<file path="src/hdl/irac_pkg.sv">
// Shared types, constants and helpers for the radix-to-ASCII converter.
// Depends on nothing; every other file of the block imports it.
package irac_pkg;

    localparam int VALUE_WIDTH = 64;
    localparam int DIGIT_DEPTH = 64;
    localparam int NCELLS      = (VALUE_WIDTH + 3) / 4;
    localparam int VALUE_EXT_W = NCELLS * 4;
    localparam int IDX_W       = $clog2(DIGIT_DEPTH);

    localparam int RADIX_W     = 5;
    localparam int RADIX_LSB   = 64;
    localparam int S_TDATA_W   = 72;
    localparam int CHAR_W      = 7;
    localparam int M_TDATA_W   = 8;

    localparam logic [RADIX_W-1:0] RADIX_MIN = 5'd2;
    localparam logic [RADIX_W-1:0] RADIX_MAX = 5'd16;

    localparam logic [CHAR_W-1:0] ASCII_ZERO = 7'd48;
    localparam logic [CHAR_W-1:0] ASCII_A    = 7'd65;
    localparam logic [3:0]        DEC_BASE   = 4'd10;

    typedef struct packed {
        logic       en;
        logic [3:0] rem;
    } t_link;

    typedef enum logic [1:0] {
        S_IDLE,
        S_DIV,
        S_EMIT
    } t_state;

    function automatic logic [CHAR_W-1:0] ascii_of(input logic [3:0] d);
        logic [CHAR_W-1:0] c;
        if (d < DEC_BASE) begin
            c = ASCII_ZERO + CHAR_W'(d);
        end else begin
            c = ASCII_A + CHAR_W'(d - DEC_BASE);
        end
        return c;
    endfunction

endpackage

</file>
<file path="src/hdl/irac_cell.sv">
// One nibble cell of the division row: divides {incoming remainder, nibble} by the radix.
// Depends on irac_pkg for the link type between neighboring cells.
module irac_cell (
    input  logic                      i_clk,
    input  logic                      i_rst_n,
    input  logic                      i_load,
    input  logic [3:0]                i_nib,
    input  logic [4:0]                i_radix,
    input  irac_pkg::t_link           i_link,
    output irac_pkg::t_link           o_link,
    output logic [3:0]                o_nib
);
    import irac_pkg::*;

    logic [3:0] r_nib;
    logic       r_en;
    logic [3:0] r_rem;
    logic [3:0] w_q;
    logic [3:0] w_acc;
    logic [4:0] w_t;

    always_comb begin
        w_acc = i_link.rem;
        w_q   = '0;
        w_t   = '0;
        for (int b = 3; b >= 0; b--) begin
            w_t = {w_acc, r_nib[b]};
            if (w_t >= i_radix) begin
                w_q[b] = 1'b1;
                w_acc  = 4'(w_t - i_radix);
            end else begin
                w_acc  = w_t[3:0];
            end
        end
    end

    always_ff @(posedge i_clk) begin
        if (!i_rst_n) begin
            r_en <= 1'b0;
        end else if (i_load) begin
            r_en <= 1'b0;
        end else begin
            r_en <= i_link.en;
        end
    end

    always_ff @(posedge i_clk) begin
        if (i_load) begin
            r_nib <= i_nib;
        end else if (i_link.en) begin
            r_nib <= w_q;
            r_rem <= w_acc;
        end
    end

    assign o_link = '{en: r_en, rem: r_rem};
    assign o_nib  = r_nib;

endmodule

</file>
<file path="src/hdl/irac_chain.sv">
// Row of nibble cells; the most significant cell takes the feed, cell zero yields digits.
// Depends on irac_pkg and irac_cell.
module irac_chain (
    input  logic                                i_clk,
    input  logic                                i_rst_n,
    input  logic                                i_load,
    input  logic [irac_pkg::VALUE_EXT_W-1:0]    i_value,
    input  logic [4:0]                          i_radix,
    input  irac_pkg::t_link                     i_feed,
    output irac_pkg::t_link                     o_digit,
    output logic                                o_nonzero
);
    import irac_pkg::*;

    t_link      w_link [NCELLS+1];
    logic [3:0] w_nib  [NCELLS];
    logic [NCELLS-1:0] w_nz;

    assign w_link[NCELLS] = i_feed;

    for (genvar j = 0; j < NCELLS; j++) begin : g_cell
        irac_cell u_cell (
            .i_clk   (i_clk),
            .i_rst_n (i_rst_n),
            .i_load  (i_load),
            .i_nib   (i_value[4*j +: 4]),
            .i_radix (i_radix),
            .i_link  (w_link[j+1]),
            .o_link  (w_link[j]),
            .o_nib   (w_nib[j])
        );
        assign w_nz[j] = |w_nib[j];
    end

    assign o_digit   = w_link[0];
    assign o_nonzero = |w_nz;

endmodule

</file>
<file path="src/hdl/integer_to_radix_ascii.sv">
// A request passes through the division row until all DIGIT_DEPTH digits are stored, then
// one character per cycle follows while m_tready allows, 1 to 64 characters, through a
// store read register and an output register. One request is taken at a time; the row
// length sets the fill time and the store's single read port sets the emit rate.
// Reset (synchronous, active low) returns the controller to idle and drops all valid flags.
// Depends on irac_pkg and irac_chain.
module integer_to_radix_ascii (
    input  logic                            i_clk,
    input  logic                            i_rst_n,
    input  logic                            s_tvalid,
    output logic                            s_tready,
    input  logic [irac_pkg::S_TDATA_W-1:0]  s_tdata,   // value [63:0], radix [68:64], zeros
    output logic                            m_tvalid,
    input  logic                            m_tready,
    output logic [irac_pkg::M_TDATA_W-1:0]  m_tdata,   // digit_char [6:0], zero [7]
    output logic                            m_tlast
);
    import irac_pkg::*;

    t_state               r_state;
    t_state               n_state;
    logic [RADIX_W-1:0]   r_radix;
    logic [RADIX_W-1:0]   w_radix_in;
    logic                 w_accept;
    logic                 w_idle;
    logic                 r_feeding;
    logic [IDX_W-1:0]     r_feed_cnt;
    logic [IDX_W-1:0]     r_wr_idx;
    logic [IDX_W-1:0]     r_high;
    logic [IDX_W-1:0]     w_high_now;
    logic                 w_div_done;
    t_link                w_feed;
    t_link                w_dig;
    logic                 w_nonzero;
    logic [3:0]           r_store [DIGIT_DEPTH];
    logic [IDX_W-1:0]     r_rd_idx;
    logic                 r_rd_more;
    logic [3:0]           r_q_dig;
    logic                 r_q_last;
    logic                 r_qv;
    logic                 w_move;
    logic                 w_issue;
    logic                 r_m_valid;
    logic [CHAR_W-1:0]    r_m_char;
    logic                 r_m_last;

    always_comb begin
        w_radix_in = s_tdata[RADIX_LSB +: RADIX_W];
        if (w_radix_in < RADIX_MIN) begin
            w_radix_in = RADIX_MIN;
        end else if (w_radix_in > RADIX_MAX) begin
            w_radix_in = RADIX_MAX;
        end
    end

    assign w_accept   = s_tvalid && s_tready;
    assign w_feed     = '{en: r_feeding, rem: 4'd0};
    assign w_div_done = w_dig.en && (r_wr_idx == IDX_W'(DIGIT_DEPTH - 1));
    assign w_high_now = (w_dig.en && (w_dig.rem != 4'd0)) ? r_wr_idx : r_high;

    irac_chain u_chain (
        .i_clk     (i_clk),
        .i_rst_n   (i_rst_n),
        .i_load    (w_accept),
        .i_value   (VALUE_EXT_W'(s_tdata[VALUE_WIDTH-1:0])),
        .i_radix   (r_radix),
        .i_feed    (w_feed),
        .o_digit   (w_dig),
        .o_nonzero (w_nonzero)
    );

    always_comb begin
        n_state = r_state;
        unique case (r_state)
            S_IDLE: begin
                if (w_accept) n_state = S_DIV;
            end
            S_DIV: begin
                if (w_div_done) n_state = S_EMIT;
            end
            S_EMIT: begin
                if (!r_rd_more && !r_qv) n_state = S_IDLE;
            end
            default: n_state = S_IDLE;
        endcase
    end

    always_comb begin
        w_idle = 1'b0;
        unique case (r_state)
            S_IDLE:  w_idle = 1'b1;
            S_DIV:   w_idle = 1'b0;
            S_EMIT:  w_idle = 1'b0;
            default: w_idle = 1'b0;
        endcase
    end

    assign s_tready = w_idle;
    assign w_move   = r_qv && (!r_m_valid || m_tready);
    assign w_issue  = (r_state == S_EMIT) && r_rd_more && (!r_qv || w_move);

    always_ff @(posedge i_clk) begin
        if (!i_rst_n) begin
            r_state    <= S_IDLE;
            r_feeding  <= 1'b0;
            r_feed_cnt <= '0;
            r_wr_idx   <= '0;
            r_high     <= '0;
            r_rd_more  <= 1'b0;
            r_qv       <= 1'b0;
            r_m_valid  <= 1'b0;
        end else begin
            r_state <= n_state;
            if (w_accept) begin
                r_feeding  <= 1'b1;
                r_feed_cnt <= '0;
                r_wr_idx   <= '0;
                r_high     <= '0;
            end else begin
                if (r_feeding) begin
                    r_feed_cnt <= r_feed_cnt + 1'b1;
                    if (r_feed_cnt == IDX_W'(DIGIT_DEPTH - 1)) r_feeding <= 1'b0;
                end
                if (w_dig.en) begin
                    r_wr_idx <= r_wr_idx + 1'b1;
                    r_high   <= w_high_now;
                end
            end
            if (w_div_done) begin
                r_rd_more <= 1'b1;
            end else if (w_issue && (r_rd_idx == '0)) begin
                r_rd_more <= 1'b0;
            end
            if (w_issue) begin
                r_qv <= 1'b1;
            end else if (w_move) begin
                r_qv <= 1'b0;
            end
            if (w_move) begin
                r_m_valid <= 1'b1;
            end else if (m_tready) begin
                r_m_valid <= 1'b0;
            end
        end
    end

    always_ff @(posedge i_clk) begin
        if (w_accept) begin
            r_radix <= w_radix_in;
        end
        if (w_dig.en) begin
            r_store[r_wr_idx] <= w_dig.rem;
        end
        if (w_div_done) begin
            r_rd_idx <= w_nonzero ? IDX_W'(DIGIT_DEPTH - 1) : w_high_now;
        end else if (w_issue) begin
            r_rd_idx <= r_rd_idx - 1'b1;
        end
        if (w_issue) begin
            r_q_dig  <= r_store[r_rd_idx];
            r_q_last <= (r_rd_idx == '0);
        end
        if (w_move) begin
            r_m_char <= ascii_of(r_q_dig);
            r_m_last <= r_q_last;
        end
    end

    assign m_tvalid = r_m_valid;
    assign m_tdata  = M_TDATA_W'(r_m_char);
    assign m_tlast  = r_m_last;

    a_q_only_emit: assert property (@(posedge i_clk) disable iff (!i_rst_n)
        (r_state != S_EMIT) |-> !r_qv)
        else $error("Read stage holds a digit outside the emit phase.");

    a_digit_in_div: assert property (@(posedge i_clk) disable iff (!i_rst_n)
        w_dig.en |-> (r_state == S_DIV))
        else $error("Division row produced a digit outside the division phase.");

    a_feed_after_accept: assert property (@(posedge i_clk) disable iff (!i_rst_n)
        w_accept |=> r_feeding)
        else $error("Division feed did not start after an accepted request.");

    a_feed_in_div: assert property (@(posedge i_clk) disable iff (!i_rst_n)
        r_feeding |-> (r_state == S_DIV))
        else $error("Division feed active outside the division phase.");

endmodule

</file>
<file path="config.mk">
export PLATFORM = sky130hd
export DESIGN_NAME = integer_to_radix_ascii
export DESIGN_NICKNAME = d
export VERILOG_FILES = /design/src/hdl/irac_pkg.sv /design/src/hdl/irac_cell.sv /design/src/hdl/irac_chain.sv /design/src/hdl/integer_to_radix_ascii.sv
export SDC_FILE = /design/constraint.sdc
export NUM_CORES = 1
export LEC_CHECK = 0
export ABC_AREA = 1
export BUFFER_PORTS_ARGS = -buffer_cell sky130_fd_sc_hd__buf_2
export CELL_PAD_IN_SITES_DETAIL_PLACEMENT = 0
export CELL_PAD_IN_SITES_GLOBAL_PLACEMENT = 1
export CORE_MARGIN = 3
export CORE_UTILIZATION = 49
export DETAILED_ROUTE_END_ITERATION = 6
export PLACE_DENSITY_LB_ADDON = 0.12
export RECOVER_POWER = 100
export SLEW_MARGIN = 20
export SYNTH_ARGS = -nofsm -noshare
export SYNTH_HDL_FRONTEND = slang
export SYNTH_SLANG_ARGS = --single-unit
export TNS_END_PERCENT = 5
</file>
<file path="constraint.sdc">
create_clock -name i_clk -period 9.7 [get_ports i_clk]
set_input_delay 0.97 -clock i_clk [delete_from_list [all_inputs] [get_ports i_clk]]
set_output_delay 0.97 -clock i_clk [all_outputs]
set_load 0.03 [all_outputs]
</file>
## Word-level counts from Yosys, hierarchy flattened

Memory sizes are Yosys's and may differ from the RTL's. A register that Yosys moved wholly into a read port is not among the register bits.
Index checks and enable logic that the tools add are counted.

- Reduce and logical (&&, ||, !) cells: 56
- Bitwise logic cells: 2
- Magnitude comparators: 67
- Mux-type cells: 182
- $add $sub $neg: 70
- Equal/unequal tests: 7

Operators by type and width:

| cell | count |
|---|---|
| two-way mux 4 bit | 96 |
| greater-or-equal comparator 5 bit | 63 |
| subtractor 4 bit | 63 |
| two-way mux 1 bit | 76 |
| OR reduction 64 bit | 1 |
| nonzero test 2 bit | 20 |
| AND reduction 2 bit | 16 |
| two-way mux 6 bit | 4 |
| adder 6 x 1 -> 6 bit (second input constant) | 2 |
| == test 6 bit (second input constant) | 2 |
| logical AND 1 bit | 8 |
| adder 6 x 4 -> 7 bit (first input constant) | 1 |
| adder 7 bit (first input constant) | 1 |
| two-way mux 7 bit | 1 |
| logical NOT 6 bit | 1 |
| two-way mux 2 bit | 3 |
| one-hot mux 2 bit (3 select lines) | 1 |
| subtractor 6 x 1 -> 6 bit (second input constant) | 1 |
| greater-or-equal comparator 1 x 5 -> 1 bit | 1 |
| > comparator 5 bit (second input constant) | 1 |
| < comparator 5 x 2 -> 1 bit (second input constant) | 1 |
| two-way mux 5 bit | 1 |
| subtractor 4 x 4 -> 5 bit (second input constant) | 1 |
| < comparator 4 bit (second input constant) | 1 |
| other kinds (12) | 18 |

- Logic and storage cells: 447
- Register bits: 188
- Input port bits: 76
- Memories kept: 1
- Output and inout bits: 11
- RAM bits: 256

Memory list:

| memory | depth | width | read ports | clocked after Yosys merged registers in | wr ports | RTL line | RTL |
|---|---|---|---|---|---|---|---|
| r_store | 64 | 4 | 1 | 1 | 1 | integer_to_radix_ascii.sv:35 | `logic [3:0] r_store [DIGIT_DEPTH];` |

## Longest topological paths before layout

Gate-level depths: netlist (run 1).

- Depth in word-level cells: 10
- Gate-level depth with buffers: 37

## Cells and area by module

From an unflattened synthesis (run 1), not the netlist that was laid out.

- Cell total of the unflattened synthesis: 4216
- Area, all modules: 34992.3 µm²

Modules (own cells, without submodules):

| module | cells each | area an instance (µm²) | instances |
|---|---|---|---|
| integer_to_radix_ascii | 1321 | 13349.1 | 1 |
| irac_cell at u_chain.g_cell[13].u_cell ... | 177 | 1341.3 | 8 |
| irac_cell at u_chain.g_cell[0].u_cell ... | 177 | 1333.8 | 7 |
| irac_cell at u_chain.g_cell[5].u_cell | 177 | 1340.0 | 1 |
| irac_chain | 63 | 236.5 | 1 |

## Worst setup path before layout (run 1)

Ideal clock, no wire load.

- Path type: flip-flop to flip-flop
- From: reg r_radix[1]
- To: reg u_chain.g_cell[0].u_cell.r_rem[3] (data pin)
- Cell stages (with the launch flop): 33
- Slack: 986 ps
- Required time: 9447 ps
- Clock period less this slack: 8714 ps
- Setup time: 253 ps
- Arrival: 8461 ps
- Buffers on the path: 0
- Cell sequence: edfxtp_1 -> inv_1 -> ha_1 -> nand2_1 -> nor2_1 -> nand2_1 -> nand3_1 -> o21ai_0 -> inv_1 -> ha_1 -> nand2_1 -> inv_1 -> nand2_1 -> nand3_1 -> nor2_1 -> inv_1 -> o21ai_0 -> inv_1 -> ha_1 -> nand2_1 -> o21a_1 -> nand3_1 -> inv_1 -> o21ai_0 -> ha_1 -> nand3_1 -> nand2_1 -> nand2_1 -> nand3b_1 -> a21oi_1 -> inv_1 -> nand3_1 -> nand2_1

- Cells in the longest elaborated chain, start to end: 8
- Elaborated cells on any way between the ends: 12

Ends and longest elaborated chain:

| item | RTL line | RTL |
|---|---|---|
| from (decl) | integer_to_radix_ascii.sv:22 | `logic [RADIX_W-1:0] r_radix;` |
| from (signal assigned) | integer_to_radix_ascii.sv:149 | `r_radix <= w_radix_in;` |
| subtractor 4 bit / greater-or-equal comparator 5 bit (equally long branches) | irac_cell.sv:30, irac_cell.sv:28 |  |
| two-way mux 4 bit | irac_cell.sv:28 | `if (w_t >= i_radix) begin` |
| subtractor 4 bit / greater-or-equal comparator 5 bit (equally long branches) | irac_cell.sv:30, irac_cell.sv:28 |  |
| two-way mux 4 bit | irac_cell.sv:28 |  |
| greater-or-equal comparator 5 bit / subtractor 4 bit (equally long branches) | irac_cell.sv:28, irac_cell.sv:30 |  |
| two-way mux 4 bit | irac_cell.sv:28 |  |
| subtractor 4 bit / greater-or-equal comparator 5 bit (equally long branches) | irac_cell.sv:30, irac_cell.sv:28 |  |
| two-way mux 4 bit * | irac_cell.sv:28 |  |
| net u_chain.g_cell[0].u_cell.w_acc[3] | irac_cell.sv:19 | `logic [3:0] w_acc;` |
| to (signal assigned) | irac_cell.sv:52 | `r_rem <= w_acc;` |
| to (decl) | irac_cell.sv:17 | `logic [3:0] r_rem;` |

Mark *: on every way through the listed nets, which the timed path passes. The rest lies on a longest branch.
A chain may end at the register's enable or synchronous reset.

## Worst setup path after layout (run 1)

- From: reg r_radix[2]
- To: reg u_chain.g_cell[4].u_cell.r_rem[3] (data pin)

- Cells in the longest elaborated chain, start to end: 8
- Elaborated cells on any way between the ends: 12

Ends and longest elaborated chain:

| item | RTL line |
|---|---|
| subtractor 4 bit / greater-or-equal comparator 5 bit (equally long branches) | irac_cell.sv:30, irac_cell.sv:28 |
| two-way mux 4 bit | irac_cell.sv:28 |
| subtractor 4 bit / greater-or-equal comparator 5 bit (equally long branches) | irac_cell.sv:30, irac_cell.sv:28 |
| two-way mux 4 bit | irac_cell.sv:28 |
| greater-or-equal comparator 5 bit / subtractor 4 bit (equally long branches) | irac_cell.sv:28, irac_cell.sv:30 |
| two-way mux 4 bit | irac_cell.sv:28 |
| subtractor 4 bit / greater-or-equal comparator 5 bit (equally long branches) | irac_cell.sv:30, irac_cell.sv:28 |
| two-way mux 4 bit * | irac_cell.sv:28 |
| net u_chain.g_cell[4].u_cell.w_acc[3] | irac_cell.sv:19 |
| to (signal assigned) | irac_cell.sv:52 |
| to (decl) | irac_cell.sv:17 |

Marked as above.

==> impl_metrics.tcl, run 1 <==
set metrics [dict create \
    status "complete, but fails checks" \
    violations "capacitance limit, slew limit" \
    antenna_left 0 \
    finClkSkew_ns 0.0466 \
    die_area_sq_um 68400 \
    synth_seq_cells 448 \
    antenna_cells 0 \
    synth_ff_type "edfxtp_1" \
    cts_hold_buf 0 \
    async_flop_share_pct 0 \
    rsz0062_at_grt "false" \
    insertion_delay_ns 0.63 \
    crit_top_cell "nand2_1" \
    clk_pin_slew_ns 0.06 \
    worst_pin_slew_ns 3.18 \
    r2r_start "r_radix[2]$_SDFFCE_PP0P_" \
    setup-tns-final_ns 0 \
    grt_pass1_vias 24100 \
    grt-ovfl-total 0 \
    slowest_stage "clkinvlp_2" \
    ir_drop_mv 0.192 \
    cts_tree "done" \
    fin_util_pct 54.2 \
    p_per_area_nw_per_um2 243 \
    synth.distinct_cells 40 \
    start_util_pct 49.6 \
    ios 87 \
    drtIter0Drc 1490 \
    post-route-period-util_pct 81.0 \
    synthCells 3840 \
    setup_viol 0 \
    min_to "m_tlast$_DFFE_PP_" \
    endpoint_kind "register" \
    synth_edf_count 408 \
    gp_congestion 0.845 \
    numCtsBuffers 50 \
    critPathMaxStageDelay_ns 1.08 \
    reg2reg_to "u_chain.g_cell[4].u_cell.r_rem[3]$_DFFE_PP_" \
    area_growth_pct 9.21 \
    synth_top_area_share_pct 38.3 \
    max-cap-violations 11 \
    setup.worst_path.start_class "register" \
    firstDrtPassIters 5 \
    min_from "r_q_last$_DFFE_PP_" \
    num_rows 93 \
    fin_cells 4823 \
    cts.path.max_buffers 3 \
    layout_setup_ws_ns 1.84 \
    grtUsageTotal_pct 23.7 \
    synthesis.nets 4304 \
    ys_warn_count 0 \
    maxSlewHeadroom_pct -112 \
    dp_slack_ns 2.50 \
    cts_root_buf "clkbuf_16" \
    antenna_found_initial 1 \
    yosysMostFrequentCell "nand2_1" \
    cts_resized 0 \
    syn_area_sq_um 32000 \
    netlist_top_cells_count "nand2_1, inv_1, nor2_1, edfxtp_1, ha_1" \
    drv_slew 577 \
    fp.dieW_um 262 \
    htreeDepth 2 \
    drcViolationCount 0 \
    grt_start_max_net_pins 146 \
    finalHoldViolations 0 \
    reg2reg_depth 33 \
    critPathMaxFanout 42 \
    core_area_sq_um 64500 \
    crit_arrival_ns 8.22 \
    avgSynthCellArea_sq_um 8.33 \
    vias 25000 \
    grt_pass1_wl_mm 128 \
    cts_setup_buffers 0 \
    timing.hold.ws_ns 0.430 \
    max_freq_mhz 127 \
    routedWlPerCell_um 16.7 \
    synth_area_leaders "edfxtp_1, ha_1, nand2_1" \
    fillers 6208 \
    die_y_um 262 \
    wl_mm 80.3 \
    period_minus_slack_ns 7.86 \
    clock-sinks 448 \
    holdPathStages 0 \
    worstSetupPathType "reg2reg" \
    hold_class "reg2reg" \
    critPathRequiredTime_ns 10.07 \
    dp_hpwl_mm 55.9 \
    p_leak_nw 15.5 \
    portBuffers 82 \
    layout.nets 4390 \
    drive_gt1_share_pct 4.89 \
    synth-seq-area-share_pct 40.8 \
    viasPerCell 5.18 \
    synth_top_area_cell "edfxtp_1" \
    dp_cells 4729 \
    rrSetupSlack_ns 1.84 \
]
## worst max-delay path by stage
stage	from	to	slack (ns)	cells past startpoint
after floorplan	r_radix[1]$_SDFFCE_PP1P_	u_chain.g_cell[0].u_cell.r_rem[3]$_DFFE_PP_	0.99	32
after global placement	r_radix[3]$_SDFFCE_PP0P_	u_chain.g_cell[13].u_cell.r_rem[1]$_DFFE_PP_	2.54	34
after detailed placement	r_radix[3]$_SDFFCE_PP0P_	u_chain.g_cell[4].u_cell.r_rem[3]$_DFFE_PP_	2.50	33
after CTS	r_radix[3]$_SDFFCE_PP0P_	u_chain.g_cell[4].u_cell.r_rem[3]$_DFFE_PP_	2.50	33
after global routing	r_radix[2]$_SDFFCE_PP0P_	u_chain.g_cell[0].u_cell.r_rem[1]$_DFFE_PP_	1.05	32
final	r_radix[2]$_SDFFCE_PP0P_	u_chain.g_cell[4].u_cell.r_rem[3]$_DFFE_PP_	1.84	33
## power by group
group	internal, W	leakage [nW]	total [W]	switching, W
Sequential	0.00236	4.05	0.00239	0.0000348
Combinational	0.00156	10.6	0.00406	0.00250
Clock	0.00119	0.847	0.00203	0.000833
Total	0.00511	15.5	0.00848	0.00337
## layout make-up
class                           count  area [sq um]  share of cell area [%]
Inverter                          501          1890                    5.42
Sequential cell                   448         13100                    37.4
Clock buffer                       61          1310                    3.76
Multi-Input combinational cell   2816         16600                    47.4
Tap cell                          855          1070                    3.06
Timing Repair Buffer              109           597                    1.71
Clock inverter                     33           458                    1.31
## placed cells by master, fill, tap and decap left out, types with 10 or more instances in the layout
cell type | netlist | routed
o211ai_1 | 21 | 21
a31oi_1 | 33 | 33
xor2_1 | 53 | 53
clkinv_2 | 0 | 10
dfxtp_1 | 40 | 40
buf_2 | 28 | 69
ha_1 | 325 | 325
edfxtp_1 | 408 | 408
o21ai_1 | 14 | 14
inv_1 | 493 | 491
o21ai_0 | 267 | 267
and2_1 | 35 | 32
nand3_1 | 232 | 232
clkbuf_1 | 17 | 32
buf_4 | 14 | 14
clkbuf_16 | 0 | 50
o21bai_1 | 13 | 13
nand2_1 | 961 | 961
o21a_1 | 23 | 23
xnor2_1 | 56 | 56
a21oi_1 | 140 | 140
fa_1 | 63 | 63
or2_2 | 18 | 18
nor2_1 | 438 | 441
nand3b_1 | 18 | 18
nand4_1 | 80 | 80
## worst max-delay path: cells and delay by family (launching register included)
kind | cells | cell delay (ns)
buffers and inverters | 8 | 2.38
and+or+nand+nor | 16 | 1.73
AOI/OAI and AO/OA | 5 | 1.71
adders and majority gates | 4 | 1.43
DFF | 1 | 0.36
## per-stage QoR
step	total power, W	area [sq um]
floorplan	0.00560	32000
global placement	0.00645	33200
detailed placement	0.00647	33200
CTS	0.00851	35000
global route	0.00929	34900
finish	0.00848	34900
## registers in the layout, indices dropped and copies added, names as in the netlist, 7 cells and up
signal / count
r_store: 256
u_chain.g_cell.u_cell.o_nib: 64
u_chain.g_cell.u_cell.r_rem: 64
u_chain.g_cell.u_cell.r_en: 16
r_m_char: 7
## per-layer routing
| metal | vias to the layer above | GRT usage, % | wire, um |
|---|---|---|---|
| li1 | 13000 | - | - |
| met1 | 11500 | 32.1 | 37600 |
| met2 | 395 | 41.4 | 38500 |
| met3 | 84 | 2.49 | 2950 |
| met4 | 0 | 4.77 | 1310 |
| met5 | - | 0 | 0 |
## cells by family after synthesis
kind of cell	synth area share (%)
and+or+nand+nor	23.4
other	0.0117
DFF	40.8
buffers and inverters	7.40
AOI/OAI and AO/OA	8.71
adders and majority gates	16.7
xor gates and xnor gates	2.98
Note: power is estimated with default switching activity, not from simulation.
==> run 2: changes to the inputs <==
--- a/config.mk
+++ b/config.mk
@@ -10,7 +10,7 @@
 export CELL_PAD_IN_SITES_DETAIL_PLACEMENT = 0
 export CELL_PAD_IN_SITES_GLOBAL_PLACEMENT = 1
 export CORE_MARGIN = 3
-export CORE_UTILIZATION = 49
+export CORE_UTILIZATION = 44
 export DETAILED_ROUTE_END_ITERATION = 6
 export PLACE_DENSITY_LB_ADDON = 0.12
 export RECOVER_POWER = 100
==> constraint.sdc (replaced) <==
create_clock -name i_clk -period 6.3 [get_ports i_clk]
set_input_delay 0.63 -clock i_clk [delete_from_list [all_inputs] [get_ports i_clk]]
set_output_delay 0.63 -clock i_clk [all_outputs]
set_load 0.03 [all_outputs]
==> impl_metrics.tcl, run 2 (same netlist as run 1, synthesis figures left out) <==
set metrics [dict create \
    dp_slack_ns 0.359 \
    clkPwrFrac_pct 22.9 \
    final_cell_mix "nand2_1, inv_1, nor2_1, edfxtp_1, ha_1" \
    endpoint_kind "register" \
    status "complete, but fails checks" \
    grt_pass1_vias 24400 \
    firstDrtPassIters 5 \
    finClkSkew_ns 0.0334 \
    clk_pin_slew_ns 0.06 \
    portBuffers 82 \
    holdPathStages 2 \
    cts_tree "done" \
    gp_congestion 0.843 \
    viasPerCell 5.09 \
    numCtsBuffers 52 \
    reg2reg_to "u_chain.g_cell[13].u_cell.r_rem[3]$_DFFE_PP_" \
    min_from "i_rst_n" \
    grt_start_max_net_pins 96 \
    cts.path.max_buffers 3 \
    vias 25200 \
    layout.nets 4415 \
    critPathRequiredTime_ns 6.65 \
    antenna_found_initial 0 \
    ios 87 \
    slowest_stage "edfxtp_1" \
    setup.worst_path.start_class "register" \
    hold_class "in2reg" \
    num_rows 98 \
    insertion_delay_ns 0.62 \
    antenna_cells 0 \
    core_area_sq_um 71700 \
    antenna_left 0 \
    crit_arrival_ns 6.17 \
    comb_power_share_pct 49.9 \
    violations "capacitance limit, slew limit" \
    p_leak_nw 15.8 \
    r2r_start "r_radix[2]$_SDFFCE_PP0P_" \
    crit_top_cell "nand2_1" \
    p_per_area_nw_per_um2 380 \
    rsz0062_at_grt "true" \
    die_area_sq_um 76000 \
    switchingPower_w 0.00542 \
    routedWlPerCell_um 17.0 \
    grt-ovfl-total 0 \
    setup_viol 0 \
    largest_register_ffs 256 \
    p_int_w 0.00814 \
    grtUsageTotal_pct 22.1 \
    area_growth_pct 11.7 \
    final_common_cell "nand2_1" \
    critPathMaxFanout 19 \
    drtIter0Drc 1328 \
    clock-sinks 448 \
    htreeDepth 2 \
    min_to "r_qv$_SDFFE_PN0P_" \
    p_seq_share_pct 27.2 \
    fp.dieW_um 276 \
    drive_gt1_share_pct 7.71 \
    drcViolationCount 0 \
    max-cap-violations 8 \
    max_freq_mhz 172 \
    cts_root_buf "clkbuf_16" \
    switching_share_pct 40.0 \
    worst_pin_slew_ns 3.10 \
    finalHoldViolations 0 \
    post-route-period-util_pct 92.5 \
    period_minus_slack_ns 5.82 \
    die_y_um 276 \
    setup-tns-final_ns 0 \
    worstSetupPathType "reg2reg" \
    rrSetupSlack_ns 0.48 \
    ir_drop_mv 0.323 \
    reg2reg_depth 36 \
    regMostFlops "r_store" \
    critPathMaxStageDelay_ns 0.43 \
    dp_hpwl_mm 58.4 \
    drv_slew 452 \
    wl_mm 83.9 \
    grt_pass1_wl_mm 132 \
    start_util_pct 44.6 \
    cts_hold_buf 0 \
    layout_setup_ws_ns 0.475 \
    maxSlewHeadroom_pct -107 \
]
## run 2: cell count changes in the layout (fill, tap and decap cells not counted), sizes merged
cell,before,now
buf,86,113
bufinv,8,7
clkbuf,84,78
inv,496,499
clkinv,23,30
clkinvlp,7,4
## run 2: cell type report
type	count	area, sq um
Timing Repair Buffer	132	922
Tap cell	950	1190
Sequential cell	448	13100
Inverter	501	1890
Clock buffer	59	1330
Multi-Input combinational cell	2816	16900
Clock inverter	39	420
Fill cell	7082	36000
## run 2: layer usage
layer / share of wire [%] / track usage (%) / wire, um / vias up
met2: 46 / 37.1 / 38600 / 380
met5: 0 / 0 / 0 / -
met1: 48 / 30.8 / 40000 / 11600
met3: 3.7 / 2.07 / 3090 / 104
met4: 2.7 / 5.84 / 2220 / 0
li1: - / - / - / 13100
## run 2: how the worst max path moves through the flow
stage | from | to | slack [ns] | depth (start not counted)
2_1_floorplan | r_radix[1]$_SDFFCE_PP1P_ | u_chain.g_cell[11].u_cell.r_rem[3]$_DFFE_PP_ | -2.06 | 32
5_1_grt | r_radix[2]$_SDFFCE_PP0P_ | u_chain.g_cell[13].u_cell.r_rem[3]$_DFFE_PP_ | -0.01 | 35
6_report | r_radix[2]$_SDFFCE_PP0P_ | u_chain.g_cell[13].u_cell.r_rem[3]$_DFFE_PP_ | 0.48 | 36
3_5_place_dp | r_radix[2]$_SDFFCE_PP0P_ | u_chain.g_cell[13].u_cell.r_rem[3]$_DFFE_PP_ | 0.36 | 36
3_3_place_gp | r_radix[2]$_SDFFCE_PP0P_ | u_chain.g_cell[14].u_cell.o_nib[0]$_DFFE_PP_ | 0.37 | 32
4_1_cts | r_radix[2]$_SDFFCE_PP0P_ | u_chain.g_cell[13].u_cell.r_rem[3]$_DFFE_PP_ | 0.33 | 36
## run 2: through the flow
stage | hold slack [ns] | cells | util, % | instance area (sq um) | total power [W]
5_1_grt | 0.280 | 4945 | 49.8 | 35700 | 0.0149
3_5_place_dp | 0.427 | 4845 | 47.2 | 33900 | 0.0103
4_1_cts | 0.234 | 4943 | 49.7 | 35600 | 0.0135
2_1_floorplan | 0.400 | 3840 | - | 32200 | 0.00883
3_3_place_gp | 0.429 | 4845 | 47.2 | 33900 | 0.0103
6_report | 0.274 | 4945 | 49.8 | 35700 | 0.0136
## run 2: power by group through the flow
stage / Sequential, W / Combinational (W) / Clock, W
2_1_floorplan: 0.00374 / 0.00509 / 0
5_1_grt: 0.00370 / 0.00786 / 0.00330
6_report: 0.00369 / 0.00677 / 0.00311
4_1_cts: 0.00369 / 0.00664 / 0.00318
3_3_place_gp: 0.00375 / 0.00657 / 0
3_5_place_dp: 0.00375 / 0.00660 / 0
## run 2: repair_timing
item / 4_1_cts / 5_1_grt
endpoints found under the hold margin: 0 / 0
endpoints found under the setup margin: 0 / 52
buffers inserted: 0 / 1
resized for setup: 0 / 31
## run 2: critical path, delay by kind of cell (launching register included)
family / cells / cell delay, ns
buf+inv: 9 / 1.13
compound gates: 5 / 0.94
fa+ha+maj: 4 / 1.25
simple gates: 18 / 1.84
flops: 1 / 0.43
